<file path="config.mk">
export PLATFORM = sky130hd
export DESIGN_NAME = write_cache_slot_allocator_top
export DESIGN_NICKNAME = d
export VERILOG_FILES = /design/src/hdl/wcsa_pkg.sv /design/src/hdl/write_cache_slot_allocator_top.sv /design/src/hdl/wcsa_ctrl.sv /design/src/hdl/wcsa_dp.sv
export SDC_FILE = /design/constraint.sdc
export NUM_CORES = 1
export LEC_CHECK = 0
export BUFFER_PORTS_ARGS = -buffer_cell sky130_fd_sc_hd__buf_2
export CAP_MARGIN = 20
export CORE_MARGIN = 8
export CORE_UTILIZATION = 45
export DETAILED_ROUTE_END_ITERATION = 10
export REMOVE_ABC_BUFFERS = 1
export SYNTH_ARGS = -nofsm -noshare
export SYNTH_HDL_FRONTEND = slang
export SYNTH_SLANG_ARGS = --single-unit
</file>
<file path="constraint.sdc">
create_clock -name clk -period 5.16 [get_ports clk]
set_input_delay 0.258 -clock clk [delete_from_list [all_inputs] [get_ports clk]]
set_output_delay 0.258 -clock clk [all_outputs]
set_load 0.05 [all_outputs]
</file>
<file path="src/hdl/wcsa_pkg.sv">
`default_nettype none

package wcsa_pkg;

  // Field widths of the request and result.
  localparam int MODE_W     = 2;
  localparam int ID_W       = 8;
  localparam int OFS_W      = 32;
  localparam int BCNT_W     = 13;
  localparam int STATUS_W   = 2;
  localparam int SLOT_OUT_W = 3;
  localparam int LEN_W      = 13;
  localparam int CFG_W      = 4;

  // Packed stream widths.
  localparam int IN_DATA_W  = 56;
  localparam int IN_USER_W  = 2;
  localparam int OUT_DATA_W = 64;
  localparam int OUT_USER_W = 4;

  // Request modes.
  localparam logic [MODE_W-1:0] MODE_ALLOC = 2'd0;
  localparam logic [MODE_W-1:0] MODE_FREE  = 2'd1;
  localparam logic [MODE_W-1:0] MODE_NOTE  = 2'd2;

  // Result status codes.
  localparam logic [STATUS_W-1:0] STS_OK      = 2'd0;
  localparam logic [STATUS_W-1:0] STS_NULL    = 2'd1;
  localparam logic [STATUS_W-1:0] STS_NO_SLOT = 2'd2;

  // Active slot count after reset.
  localparam logic [CFG_W-1:0] CFG_RESET = 4'd8;

  // Commands from the controller to the datapath.
  typedef struct packed {
    logic load_req;
    logic scan_rd;
    logic pick_rd;
    logic commit;
  } wcsa_cmd_t;

  // Status from the datapath to the controller.
  typedef struct packed {
    logic scan_last;
  } wcsa_sts_t;

endpackage

`default_nettype wire

</file>
<file path="src/hdl/write_cache_slot_allocator_top.sv">
// A request is handled in steps: a walk over the slot table through its single read port,
// one slot per cycle, then a drain step to fold in the last read, one pick read and one commit,
// after which the result is registered onto out_tvalid. A new request is taken only once
// the last one is committed, and the commit waits while an earlier result is stalled.
// Reset (rst_n low, synchronous) frees every slot at once and sets the active count
// to eight; there is no clearing pass, and a result waiting on the output is dropped.
`default_nettype none

module write_cache_slot_allocator_top #(
  parameter int SLOT_COUNT = 8,
  parameter int SLOT_BYTES = 4096
) (
  input  wire logic                                clk,
  input  wire logic                                rst_n,
  input  wire logic                                cfg_wr_en,
  input  wire logic [wcsa_pkg::CFG_W-1:0]          cfg_wr_data,
  input  wire logic                                in_tvalid,
  output logic                                     in_tready,
  // file_id [7:0], file_offset [39:8], byte_count [52:40], zero [55:53]
  input  wire logic [wcsa_pkg::IN_DATA_W-1:0]      in_tdata,
  // mode [1:0]
  input  wire logic [wcsa_pkg::IN_USER_W-1:0]      in_tuser,
  output logic                                     out_tvalid,
  input  wire logic                                out_tready,
  // slot [2:0], flush_owner [10:3], flush_base [42:11], flush_length [55:43],
  // evicted_owner [63:56]
  output logic [wcsa_pkg::OUT_DATA_W-1:0]          out_tdata,
  // status [1:0], flush_valid [2], evicted_valid [3]
  output logic [wcsa_pkg::OUT_USER_W-1:0]          out_tuser
);
  import wcsa_pkg::*;

  wcsa_cmd_t              cmd;
  wcsa_sts_t              sts;
  logic [STATUS_W-1:0]    res_status;
  logic [SLOT_OUT_W-1:0]  res_slot;
  logic                   res_flush_valid;
  logic [ID_W-1:0]        res_flush_owner;
  logic [OFS_W-1:0]       res_flush_base;
  logic [LEN_W-1:0]       res_flush_length;
  logic                   res_evicted_valid;
  logic [ID_W-1:0]        res_evicted_owner;

  // Request and result sequencing.
  wcsa_ctrl u_ctrl (
    .clk        (clk),
    .rst_n      (rst_n),
    .in_tvalid  (in_tvalid),
    .in_tready  (in_tready),
    .out_tvalid (out_tvalid),
    .out_tready (out_tready),
    .cmd        (cmd),
    .sts        (sts)
  );

  // Slot table, scan trackers and result register.
  wcsa_dp #(
    .SLOT_COUNT (SLOT_COUNT),
    .SLOT_BYTES (SLOT_BYTES)
  ) u_dp (
    .clk               (clk),
    .rst_n             (rst_n),
    .cmd               (cmd),
    .sts               (sts),
    .cfg_wr_en         (cfg_wr_en),
    .cfg_wr_data       (cfg_wr_data),
    .in_mode           (in_tuser[1:0]),
    .in_file_id        (in_tdata[7:0]),
    .in_file_offset    (in_tdata[39:8]),
    .in_byte_count     (in_tdata[52:40]),
    .out_status        (res_status),
    .out_slot          (res_slot),
    .out_flush_valid   (res_flush_valid),
    .out_flush_owner   (res_flush_owner),
    .out_flush_base    (res_flush_base),
    .out_flush_length  (res_flush_length),
    .out_evicted_valid (res_evicted_valid),
    .out_evicted_owner (res_evicted_owner)
  );

  // Pack the result onto the output stream.
  assign out_tdata = {res_evicted_owner, res_flush_length, res_flush_base,
                      res_flush_owner, res_slot};
  assign out_tuser = {res_evicted_valid, res_flush_valid, res_status};

endmodule

`default_nettype wire

</file>
<file path="src/hdl/wcsa_ctrl.sv">
`default_nettype none

module wcsa_ctrl (
  input  wire logic                clk,
  input  wire logic                rst_n,
  input  wire logic                in_tvalid,
  output logic                     in_tready,
  output logic                     out_tvalid,
  input  wire logic                out_tready,
  output wcsa_pkg::wcsa_cmd_t      cmd,
  input  wire wcsa_pkg::wcsa_sts_t sts
);
  import wcsa_pkg::*;

  typedef enum logic [2:0] {
    ST_IDLE,
    ST_SCAN,
    ST_DRAIN,
    ST_PICK,
    ST_FINISH
  } state_t;

  state_t state_r, state_nxt;
  logic   out_valid_r, out_valid_nxt;
  logic   out_free;

  // Handshake and command decode from the current state.
  assign in_tready  = (state_r == ST_IDLE);
  assign out_tvalid = out_valid_r;
  assign out_free   = !out_valid_r || out_tready;

  always_comb begin
    cmd          = '0;
    cmd.load_req = in_tvalid && in_tready;
    cmd.scan_rd  = (state_r == ST_SCAN);
    cmd.pick_rd  = (state_r == ST_PICK);
    cmd.commit   = (state_r == ST_FINISH) && out_free;
  end

  // Next state: walk the slot table, settle the pick, then hand over the result.
  always_comb begin
    state_nxt = state_r;
    case (state_r)
      ST_IDLE: begin
        if (cmd.load_req) state_nxt = ST_SCAN;
      end
      ST_SCAN: begin
        if (sts.scan_last) state_nxt = ST_DRAIN;
      end
      ST_DRAIN: begin
        state_nxt = ST_PICK;
      end
      ST_PICK: begin
        state_nxt = ST_FINISH;
      end
      ST_FINISH: begin
        if (out_free) state_nxt = ST_IDLE;
      end
      default: begin
        state_nxt = ST_IDLE;
      end
    endcase
  end

  // The result stays valid until the consumer takes it.
  always_comb begin
    if (cmd.commit) begin
      out_valid_nxt = 1'b1;
    end else if (out_tready) begin
      out_valid_nxt = 1'b0;
    end else begin
      out_valid_nxt = out_valid_r;
    end
  end

  always_ff @(posedge clk) begin
    if (!rst_n) begin
      state_r     <= ST_IDLE;
      out_valid_r <= 1'b0;
    end else begin
      state_r     <= state_nxt;
      out_valid_r <= out_valid_nxt;
    end
  end

  // An accepted request always starts the table walk.
  a_accept_scan: assert property (@(posedge clk) disable iff (!rst_n)
    cmd.load_req |=> state_r == ST_SCAN)
    else $error("request accepted without starting the scan");

  // A committed result shows up on the output in the next cycle.
  a_commit_out: assert property (@(posedge clk) disable iff (!rst_n)
    cmd.commit |=> out_valid_r)
    else $error("committed result not presented");

  // A finished request waits while an earlier result is still stalled.
  a_finish_hold: assert property (@(posedge clk) disable iff (!rst_n)
    (state_r == ST_FINISH) && out_valid_r && !out_tready |=> state_r == ST_FINISH)
    else $error("result committed over a stalled one");

endmodule

`default_nettype wire

</file>
<file path="src/hdl/wcsa_dp.sv">
`default_nettype none

module wcsa_dp #(
  parameter int SLOT_COUNT = 8,
  parameter int SLOT_BYTES = 4096
) (
  input  wire logic                             clk,
  input  wire logic                             rst_n,
  input  wire wcsa_pkg::wcsa_cmd_t              cmd,
  output wcsa_pkg::wcsa_sts_t                   sts,
  input  wire logic                             cfg_wr_en,
  input  wire logic [wcsa_pkg::CFG_W-1:0]       cfg_wr_data,
  input  wire logic [wcsa_pkg::MODE_W-1:0]      in_mode,
  input  wire logic [wcsa_pkg::ID_W-1:0]        in_file_id,
  input  wire logic [wcsa_pkg::OFS_W-1:0]       in_file_offset,
  input  wire logic [wcsa_pkg::BCNT_W-1:0]      in_byte_count,
  output logic [wcsa_pkg::STATUS_W-1:0]         out_status,
  output logic [wcsa_pkg::SLOT_OUT_W-1:0]       out_slot,
  output logic                                  out_flush_valid,
  output logic [wcsa_pkg::ID_W-1:0]             out_flush_owner,
  output logic [wcsa_pkg::OFS_W-1:0]            out_flush_base,
  output logic [wcsa_pkg::LEN_W-1:0]            out_flush_length,
  output logic                                  out_evicted_valid,
  output logic [wcsa_pkg::ID_W-1:0]             out_evicted_owner
);
  import wcsa_pkg::*;

  localparam int SW     = (SLOT_COUNT > 1) ? $clog2(SLOT_COUNT) : 1;
  localparam int FILL_W = $clog2(SLOT_BYTES + 1);
  localparam int SUM_W  = ((FILL_W > BCNT_W) ? FILL_W : BCNT_W) + 1;
  localparam int CNT_W  = $clog2(SLOT_COUNT + 1);
  localparam int LIM_W  = (CNT_W > CFG_W) ? CNT_W : CFG_W;

  typedef enum logic [1:0] {
    PK_OWN,
    PK_FREE,
    PK_CLEAN,
    PK_FULL
  } pick_kind_t;

  // Configuration and the active slot limit.
  logic [CFG_W-1:0]  cfg_r;
  logic [LIM_W-1:0]  limit;

  // Latched request.
  logic [MODE_W-1:0] mode_r;
  logic [ID_W-1:0]   id_r;
  logic [OFS_W-1:0]  ofs_r;
  logic [BCNT_W-1:0] bcnt_r;

  // Slot table.
  logic [SLOT_COUNT-1:0] owned_r;
  logic [SLOT_COUNT-1:0] dirty_r;
  logic [ID_W-1:0]       owner_r [SLOT_COUNT];
  logic [OFS_W-1:0]      base_r  [SLOT_COUNT];
  logic [FILL_W-1:0]     fill_r  [SLOT_COUNT];

  // Table read port.
  logic [SW-1:0]     scan_idx_r;
  logic [SW-1:0]     rd_addr;
  logic [SW-1:0]     rd_idx_r;
  logic              rd_scan_r;
  logic              rd_owned_r;
  logic              rd_dirty_r;
  logic [ID_W-1:0]   rd_owner_r;
  logic [OFS_W-1:0]  rd_base_r;
  logic [FILL_W-1:0] rd_fill_r;

  // Scan trackers.
  logic              in_act;
  logic              own_found_r;
  logic [SW-1:0]     own_idx_r;
  logic              free_found_r;
  logic [SW-1:0]     free_idx_r;
  logic              clean_found_r;
  logic [SW-1:0]     clean_idx_r;
  logic [FILL_W-1:0] best_fill_r;
  logic [SW-1:0]     best_idx_r;

  // Pick and result.
  logic [SW-1:0]     pick_idx_nxt, pick_idx_r;
  pick_kind_t        pick_kind_nxt, pick_kind_r;
  logic              req_live;
  logic              ok;
  logic              alloc_wr;
  logic              free_wr;
  logic              note_wr;
  logic              flush_nxt;
  logic              evict_nxt;
  logic [STATUS_W-1:0] status_nxt;
  logic [SUM_W-1:0]  fill_sum;
  logic [FILL_W-1:0] fill_sat;

  // Configuration register.
  always_ff @(posedge clk) begin
    if (!rst_n) begin
      cfg_r <= CFG_RESET;
    end else if (cfg_wr_en) begin
      cfg_r <= cfg_wr_data;
    end
  end

  // Clamp the active count to one up to the built slot count.
  always_comb begin
    if (cfg_r == '0) begin
      limit = LIM_W'(1);
    end else if (LIM_W'(cfg_r) > LIM_W'(SLOT_COUNT)) begin
      limit = LIM_W'(SLOT_COUNT);
    end else begin
      limit = LIM_W'(cfg_r);
    end
  end

  // Capture the request at acceptance.
  always_ff @(posedge clk) begin
    if (cmd.load_req) begin
      mode_r <= in_mode;
      id_r   <= in_file_id;
      ofs_r  <= in_file_offset;
      bcnt_r <= in_byte_count;
    end
  end

  // Scan address counter, one slot per cycle.
  always_ff @(posedge clk) begin
    if (!rst_n) begin
      scan_idx_r <= '0;
    end else if (cmd.load_req) begin
      scan_idx_r <= '0;
    end else if (cmd.scan_rd) begin
      scan_idx_r <= scan_idx_r + SW'(1);
    end
  end

  assign sts.scan_last = (scan_idx_r == SW'(SLOT_COUNT - 1));
  assign rd_addr       = cmd.pick_rd ? pick_idx_nxt : scan_idx_r;

  // Registered read of one slot entry.
  always_ff @(posedge clk) begin
    if (!rst_n) begin
      rd_scan_r <= 1'b0;
    end else begin
      rd_scan_r <= cmd.scan_rd;
    end
  end

  always_ff @(posedge clk) begin
    if (cmd.scan_rd || cmd.pick_rd) begin
      rd_idx_r   <= rd_addr;
      rd_owned_r <= owned_r[rd_addr];
      rd_dirty_r <= dirty_r[rd_addr];
      rd_owner_r <= owner_r[rd_addr];
      rd_base_r  <= base_r[rd_addr];
      rd_fill_r  <= fill_r[rd_addr];
    end
  end

  // Fold each scanned entry into the owner, free, clean and fullest trackers.
  assign in_act = (LIM_W'(rd_idx_r) < limit);

  always_ff @(posedge clk) begin
    if (!rst_n) begin
      own_found_r   <= 1'b0;
      free_found_r  <= 1'b0;
      clean_found_r <= 1'b0;
      own_idx_r     <= '0;
      free_idx_r    <= '0;
      clean_idx_r   <= '0;
      best_fill_r   <= '0;
      best_idx_r    <= '0;
    end else if (cmd.load_req) begin
      own_found_r   <= 1'b0;
      free_found_r  <= 1'b0;
      clean_found_r <= 1'b0;
      best_fill_r   <= '0;
      best_idx_r    <= '0;
    end else if (rd_scan_r) begin
      if (!own_found_r && rd_owned_r && (rd_owner_r == id_r)) begin
        own_found_r <= 1'b1;
        own_idx_r   <= rd_idx_r;
      end
      if (!free_found_r && in_act && !rd_owned_r) begin
        free_found_r <= 1'b1;
        free_idx_r   <= rd_idx_r;
      end
      if (!clean_found_r && in_act && (!rd_dirty_r || (rd_fill_r == '0))) begin
        clean_found_r <= 1'b1;
        clean_idx_r   <= rd_idx_r;
      end
      if (in_act && (rd_fill_r > best_fill_r)) begin
        best_fill_r <= rd_fill_r;
        best_idx_r  <= rd_idx_r;
      end
    end
  end

  // Choose the target slot in order of preference.
  always_comb begin
    if (own_found_r) begin
      pick_idx_nxt  = own_idx_r;
      pick_kind_nxt = PK_OWN;
    end else if (free_found_r) begin
      pick_idx_nxt  = free_idx_r;
      pick_kind_nxt = PK_FREE;
    end else if (clean_found_r) begin
      pick_idx_nxt  = clean_idx_r;
      pick_kind_nxt = PK_CLEAN;
    end else begin
      pick_idx_nxt  = best_idx_r;
      pick_kind_nxt = PK_FULL;
    end
  end

  always_ff @(posedge clk) begin
    if (cmd.pick_rd) begin
      pick_idx_r  <= pick_idx_nxt;
      pick_kind_r <= pick_kind_nxt;
    end
  end

  // Result decode from the picked entry.
  assign req_live = (mode_r == MODE_ALLOC) || (mode_r == MODE_FREE) || (mode_r == MODE_NOTE);
  assign ok       = req_live && (id_r != '0) && ((mode_r == MODE_ALLOC) || own_found_r);
  assign alloc_wr = ok && (mode_r == MODE_ALLOC) && (pick_kind_r != PK_OWN);
  assign free_wr  = ok && (mode_r == MODE_FREE);
  assign note_wr  = ok && (mode_r == MODE_NOTE);
  assign evict_nxt = alloc_wr && ((pick_kind_r == PK_CLEAN) || (pick_kind_r == PK_FULL));
  assign flush_nxt = (alloc_wr && (pick_kind_r == PK_FULL)) ||
                     (free_wr && rd_dirty_r && (rd_fill_r != '0));

  always_comb begin
    if (!req_live) begin
      status_nxt = STS_OK;
    end else if (id_r == '0) begin
      status_nxt = STS_NULL;
    end else if ((mode_r != MODE_ALLOC) && !own_found_r) begin
      status_nxt = STS_NO_SLOT;
    end else begin
      status_nxt = STS_OK;
    end
  end

  // Saturating fill update for a write note.
  assign fill_sum = SUM_W'(rd_fill_r) + SUM_W'(bcnt_r);
  assign fill_sat = (fill_sum > SUM_W'(SLOT_BYTES)) ? FILL_W'(SLOT_BYTES) : FILL_W'(fill_sum);

  // Slot table flags.
  always_ff @(posedge clk) begin
    if (!rst_n) begin
      owned_r <= '0;
      dirty_r <= '0;
    end else if (cmd.commit) begin
      if (alloc_wr) begin
        owned_r[pick_idx_r] <= 1'b1;
        dirty_r[pick_idx_r] <= 1'b0;
      end else if (free_wr) begin
        owned_r[pick_idx_r] <= 1'b0;
        dirty_r[pick_idx_r] <= 1'b0;
      end else if (note_wr) begin
        dirty_r[pick_idx_r] <= 1'b1;
      end
    end
  end

  // Slot table payload; the payload of an entry without an owner never decides a result.
  always_ff @(posedge clk) begin
    if (cmd.commit) begin
      if (alloc_wr) begin
        owner_r[pick_idx_r] <= id_r;
        base_r[pick_idx_r]  <= ofs_r;
        fill_r[pick_idx_r]  <= '0;
      end else if (free_wr) begin
        fill_r[pick_idx_r]  <= '0;
      end else if (note_wr) begin
        fill_r[pick_idx_r]  <= fill_sat;
      end
    end
  end

  // Result register.
  always_ff @(posedge clk) begin
    if (cmd.commit) begin
      out_status        <= status_nxt;
      out_slot          <= ok ? SLOT_OUT_W'(pick_idx_r) : '0;
      out_flush_valid   <= flush_nxt;
      out_flush_owner   <= flush_nxt ? rd_owner_r : '0;
      out_flush_base    <= flush_nxt ? rd_base_r : '0;
      out_flush_length  <= flush_nxt ? LEN_W'(rd_fill_r) : '0;
      out_evicted_valid <= evict_nxt;
      out_evicted_owner <= evict_nxt ? rd_owner_r : '0;
    end
  end

  // A free slot that is picked lies inside the active range.
  a_free_active: assert property (@(posedge clk) disable iff (!rst_n)
    cmd.commit && alloc_wr && (pick_kind_r == PK_FREE) |-> LIM_W'(free_idx_r) < limit)
    else $error("free slot picked outside the active range");

  // Only an owned slot is ever flushed.
  a_flush_owned: assert property (@(posedge clk) disable iff (!rst_n)
    cmd.commit && flush_nxt |-> rd_owned_r)
    else $error("flush requested for a slot with no owner");

  // An allocation leaves its slot owned.
  a_alloc_owned: assert property (@(posedge clk) disable iff (!rst_n)
    cmd.commit && alloc_wr |=> owned_r[$past(pick_idx_r)])
    else $error("allocated slot not marked owned");

endmodule

`default_nettype wire

</file>
# After elaboration in Yosys (flattened, before gate mapping)
# Memories as Yosys holds them, arrays and structs flattened. A register that Yosys moved wholly into a read port is not among the register bits.
# Cells that the tools add are included.
[word_totals] mem_count=3 mem_bits_rw=424 wordCells=171 register_bits=189
[op_classes] magnitude_cmp=7 muxes=42 n_bitwise=10 reduce_logical=60 n_addsub=2 n_eq_ne=13
[memory_table] memory="u_dp.base_r" depth=8 word_bits=32 rd=1 rd_ports_with_merged_regs=1 wr=1 line_no="wcsa_dp.sv:55" source="logic [OFS_W-1:0] base_r [SLOT_COUNT];"
[memory_table] memory="u_dp.fill_r" depth=8 word_bits=13 rd=1 rd_ports_with_merged_regs=1 wr=1 line_no="wcsa_dp.sv:56" source="logic [FILL_W-1:0] fill_r [SLOT_COUNT];"
[memory_table] memory="u_dp.owner_r" depth=8 word_bits=8 rd=1 rd_ports_with_merged_regs=1 wr=1 line_no="wcsa_dp.sv:54" source="logic [ID_W-1:0] owner_r [SLOT_COUNT];"
[ops] op="$mux 8" n=5
[ops] op="$mux 13" n=3
[ops] op="$logic_and 1x1->1" n=21
[ops] op="$mux 3" n=7
[ops] op="$mux 1" n=20
[ops] op="$and 8x8->8" n=2
[ops] op="$or 8x8->8" n=2
[ops] op="$pmux 3 s5" n=1
[ops] op="$add 13x13->14" n=1
[ops] op="$gt 14x13->1 const B" n=1
[ops] op="$gt 13x13->1" n=1
[ops] op="$logic_not 13->1" n=1
[ops] op="$reduce_bool 13->1" n=1
[ops] op="$reduce_and 2->1" n=6
[ops] op="$reduce_and 3->1" n=4
[ops] op="$eq 8x8->1" n=1
[ops] op="$logic_not 8->1" n=1
[ops] op="$logic_or 1x1->1" n=8
[ops] op="$lt 3x4->1 const B" n=2
[ops] op="$mux 4" n=2
[ops] op="$not 8->8" n=1
[ops] op="$reduce_bool 2->1" n=4
[ops] op="$reduce_bool 8->1" n=1
[ops] op="$bmux 1 s3" n=2
[ops] op="21 further kinds" n=36

# Logic depth before layout (Yosys ltp)
[depth] word_depth=12 depth_mapped=11

# Cells and area by module
# A second synthesis with hierarchy kept.
[hier_totals] hier_cells=1340 area_unflattened_um2=25891.1
[modules_own_cells] module="wcsa_dp" n_inst=1 area_per_inst_um2=25659.6 cells_each=1316
[modules_own_cells] module="wcsa_ctrl" n_inst=1 area_per_inst_um2=216.5 cells_each=22
[modules_own_cells] module="write_cache_slot_allocator_top" n_inst=1 area_per_inst_um2=15.0 cells_each=2

# Worst setup path after synthesis
# OpenSTA, ideal clock, no wires.
[synth_path] path_type="register to register" start="reg u_ctrl.state_r[2]" end="mem u_dp.base_r[7][0], enable pin" stages_incl_launch_ff=5 slack_ns=-0.440 required_time_ns=4.721 arrival_ns=5.161 cell_sequence="dfxtp_1 or3b_1 nor2b_2 o2111ai_1 nor2_1"
[synth_lines] element="from (decl)" line_no="wcsa_ctrl.sv:23" source="state_t state_r, state_nxt;"
[synth_lines] element="from (signal assigned)" line_no="wcsa_ctrl.sv:81" source="state_r <= state_nxt;"
[synth_lines] element="to (decl)" line_no="wcsa_dp.sv:55"

# Worst setup path in the final report
[layout_path] start="reg u_dp.rd_fill_r[0] (read register of u_dp.fill_r)" end="mem u_dp.fill_r[7][1] (netlist bit) (data pin)"
[layout_via] elab_chain_cells=4
[layout_rtl] element="from (decl)" line_no="wcsa_dp.sv:67" source="logic [FILL_W-1:0] rd_fill_r;"
[layout_rtl] element="$add 13x13->14 (*)" line_no="wcsa_dp.sv:244" source="assign fill_sum = SUM_W'(rd_fill_r) + SUM_W'(bcnt_r);"
[layout_rtl] element="$gt 14x13->1" line_no="wcsa_dp.sv:245" source="assign fill_sat = (fill_sum > SUM_W'(SLOT_BYTES)) ? FILL_W'(SLOT_BYTES) : FILL_W'(fill_sum);"
[layout_rtl] element="$mux 13 (*)" line_no="wcsa_dp.sv:245"
[layout_rtl] element="$mux 13 (no source line) (*)"
[layout_rtl] element="to (decl)" line_no="wcsa_dp.sv:56"
# Every way passes the cells marked *; elsewhere a longest branch is shown, timed or not.

==> run summary <==
Status: finished, final reports clean
Critical Path RT: 5.61 ns
Yosys warns: 0
Final setup skew: 0.0194 ns
DR WL/cell: 21.2 µm
Die area: 66600 µm²
Clk root buf: clkbuf_16
Crit path max fanout: 6
DR pass1 iterations: 6
Relative slew slack: 0.274
Area grow syn2layout: 17.0%
Ys async rst share: 0
Count of different cell masters after synthesis: 64
Fmax: 0.267 GHz
Vias in the first global route: 14.8k
Post-synth EDFFs: 610
Leakage: 10.5 nW
# diodes: 0
Hold Crit Class: in2reg
Critical path class: reg2reg
Cells after Synth: 1600
Core ar.: 57800 µm²
All-Layer GR Usage: 0.166
Die Height: 258 µm
Met1 usage: 0.221
PD cells: 363 nW/µm²
Share of Yosys cell area claimed by the top area cell type: 0.694
# DRC: 0
CTS Buf Count: 71
Clock sinks: 666
Syn_area_per_cell: 16.5 µm²
Cell taking the most area after synthesis: edfxtp_1
Max cap viols: 0
Initial antenna violation count: 1
GR Util met3: 0.0312
Skew-Pair Late Insertion Delay: 0.61 ns
Nets@finish: 1927
Post-DP HPWL: 32700 µm
Gr busiest metal: met2
Final Util: 0.534
Slew at the pin with the worst max-slew slack: 1.08 ns
Mapped Area: 26400 µm²
Via density: 5.39
Routed WL: 56000 µm
Worst vdd ir: 0.228 mV
Final period util: 0.725
PortBufs: 133
Synth area leaders: edfxtp_1 69%, mux2i_1 7.7%, dfxtp_1 4.2%
Row count: 88
Gr ovfl total: 0
CTS tree: built
# setup viols final: 0
Num ports: 137
Prevailing post-synth register cell: edfxtp_1
Final ANT Viol Nets: 0
Minimum clock period: 3.74 ns
Die Wd: 258 µm
Final Hold Viols: 0
Pins Over Slew Limit: 0
Worst endpoint data arrival time: 4.19 ns
CTS Buffer Depth: 3
Via count: 14.3k
Pwr Total: 11.2 mW
Register area share after synthesis: 0.737
Starting Density: 0.457
Seq cells post-synth: 666
First-pass GRT wire length: 86600 µm
Share of cells above drive strength 1: 0.191
RSZ-0062 raised after global routing: no
H-tree Lvls: 3
Gpl congestion: 0.790
Clock-pin slew on the worst setup and hold paths: 0.06 ns
CP Launch Type: flip-flop
Setup TNS: 0 ns
1st-iter DRT viols: 933
Endpoint type of the worst setup path: flip-flop
Met2 GRT Util: 0.281
Largest net degree at the start of global routing: 96
[placed cells by master (no fill, tap or decap), types with 4 or more instances in the layout]
master | Yosys | layout
a21o_1 | 7 | 7
a21oi_1 | 21 | 21
a221oi_1 | 4 | 4
a221oi_2 | 52 | 52
a32o_1 | 55 | 55
and2_1 | 67 | 65
buf_2 | 38 | 134
buf_4 | 5 | 29
clkbuf_1 | 27 | 19
clkbuf_16 | 0 | 71
clkinv_1 | 0 | 14
clkinv_2 | 0 | 7
dfxtp_1 | 56 | 56
dlygate4sd3_1 | 0 | 65
edfxtp_1 | 610 | 610
ha_1 | 30 | 30
inv_1 | 26 | 25
mux2i_1 | 202 | 202
nand2_1 | 171 | 171
nand2b_1 | 5 | 5
nand3_1 | 9 | 9
nand4_1 | 6 | 6
nor2_1 | 53 | 35
nor2_2 | 1 | 9
nor2_4 | 0 | 10
nor2b_1 | 5 | 4
nor3_1 | 9 | 8
nor4_1 | 10 | 10
o21a_1 | 20 | 19
o21ai_0 | 25 | 25
o21bai_1 | 4 | 4
or3_1 | 6 | 6
xnor2_1 | 14 | 14
[cell families (layout without fill, tap and decap cells)]
kind of cell             Yosys count  count (layout)  synth area share
AO/OA/AOI/OAI                    211             211            0.0784
XOR/XNOR                          17              17           0.00564
adder cells (fa/ha/maj)           31              31            0.0150
multiplexers                     206             206            0.0786
buffers and inverters            106             386            0.0196
flip-flops                       666             666             0.737
AND/OR/NAND/NOR                  363             363            0.0662
[flip-flops by register name (all words and copies together), names as in the netlist, 13 cells and up, named ones only]
name                   cells
u_dp.base_r              256
u_dp.bcnt_r               13
u_dp.best_fill_r          13
u_dp.fill_r              104
u_dp.ofs_r                32
u_dp.out_flush_base       32
u_dp.out_flush_length     13
u_dp.owner_r              64
u_dp.rd_base_r            32
u_dp.rd_fill_r            13
[layout make-up]
cell class / count / area (µm²)
timing repair buffer: 234 / 1620
clock buffer: 93 / 1890
clock inverter: 31 / 299
inverter: 28 / 114
fill: 4666 / 26900
tap: 765 / 957
sequential: 666 / 19400
multi-input combinational: 828 / 6560
[synthesized netlist by cell type, types with 3 or more instances]
cell type,instances
a211oi_1,3
a21o_1,7
a21oi_1,21
a221oi_1,4
a221oi_2,52
a32o_1,55
and2_1,67
buf_2,38
buf_4,5
buf_6,7
clkbuf_1,27
dfxtp_1,56
edfxtp_1,610
ha_1,30
inv_1,26
mux2i_1,202
nand2_1,171
nand2b_1,5
nand3_1,9
nand3b_1,3
nand4_1,6
nor2_1,53
nor2b_1,5
nor3_1,9
nor4_1,10
nor4b_1,3
o21a_1,20
o21ai_0,25
o21bai_1,4
or3_1,6
xnor2_1,14
xor2_1,3
[power by group]
group	internal (mW)	total, mW	switching, mW
logic	0.202	0.459	0.257
registers	5.94	6.01	0.0707
clock network	2.71	4.75	2.04
[layer usage]
| layer | vias to the layer above | part of all wire |
|---|---|---|
| met5 | - | 0 |
| met4 | 0 | 0.018 |
| met3 | 79 | 0.045 |
| met2 | 329 | 0.49 |
| met1 | 7177 | 0.44 |
| li1 | 6666 | - |
[critical path, cell delays in order, from the launching register on]
cell	delay (ns)
edfxtp_1	0.44
ha_1	0.27
fa_1	0.51
a21oi_4	0.21
o211ai_2	0.13
o41ai_4	0.36
mux2_4	0.35
nor4_2	0.29
a41oi_2	0.24
nor4b_1	0.53
clkbuf_2	0.26
[worst paths after layout]
path                               startpoint  slack, ns                                to  depth (start not counted)
max               u_dp.rd_fill_r[0]$_DFFE_PP_       1.42       u_dp.fill_r[7][1]$_DFFE_PP_                         10
min                                     rst_n       0.06        u_dp.cfg_r[3]$_SDFFE_PN1P_                          2
max reg2reg       u_dp.rd_fill_r[0]$_DFFE_PP_       1.42       u_dp.fill_r[7][1]$_DFFE_PP_                         10
min reg2reg  u_dp.best_fill_r[2]$_SDFFE_PP0P_       0.45  u_dp.best_fill_r[2]$_SDFFE_PP0P_                          2
[through the flow]
step | hold WS, ns | setup WS (ns) | std cells | cell area, µm²
CTS | 0.0301 | 0.920 | 2642 | 30900
detailed placement | 0.436 | 0.941 | 2453 | 28000
floorplan | 0.320 | -3.13 | 1522 | 26000
global route | 0.0582 | 1.18 | 2645 | 30900
global placement | 0.436 | 1.17 | 2452 | 28000
finish | 0.0589 | 1.42 | 2645 | 30900
[timing repair]
item	in CTS	in global routing
hold endpoints to repair	61	0
setup buffers	0	0
gates resized for setup	0	0
hold buffers	65	0
setup endpoints to repair	0	0
Power figures use the tool's default switching activity.
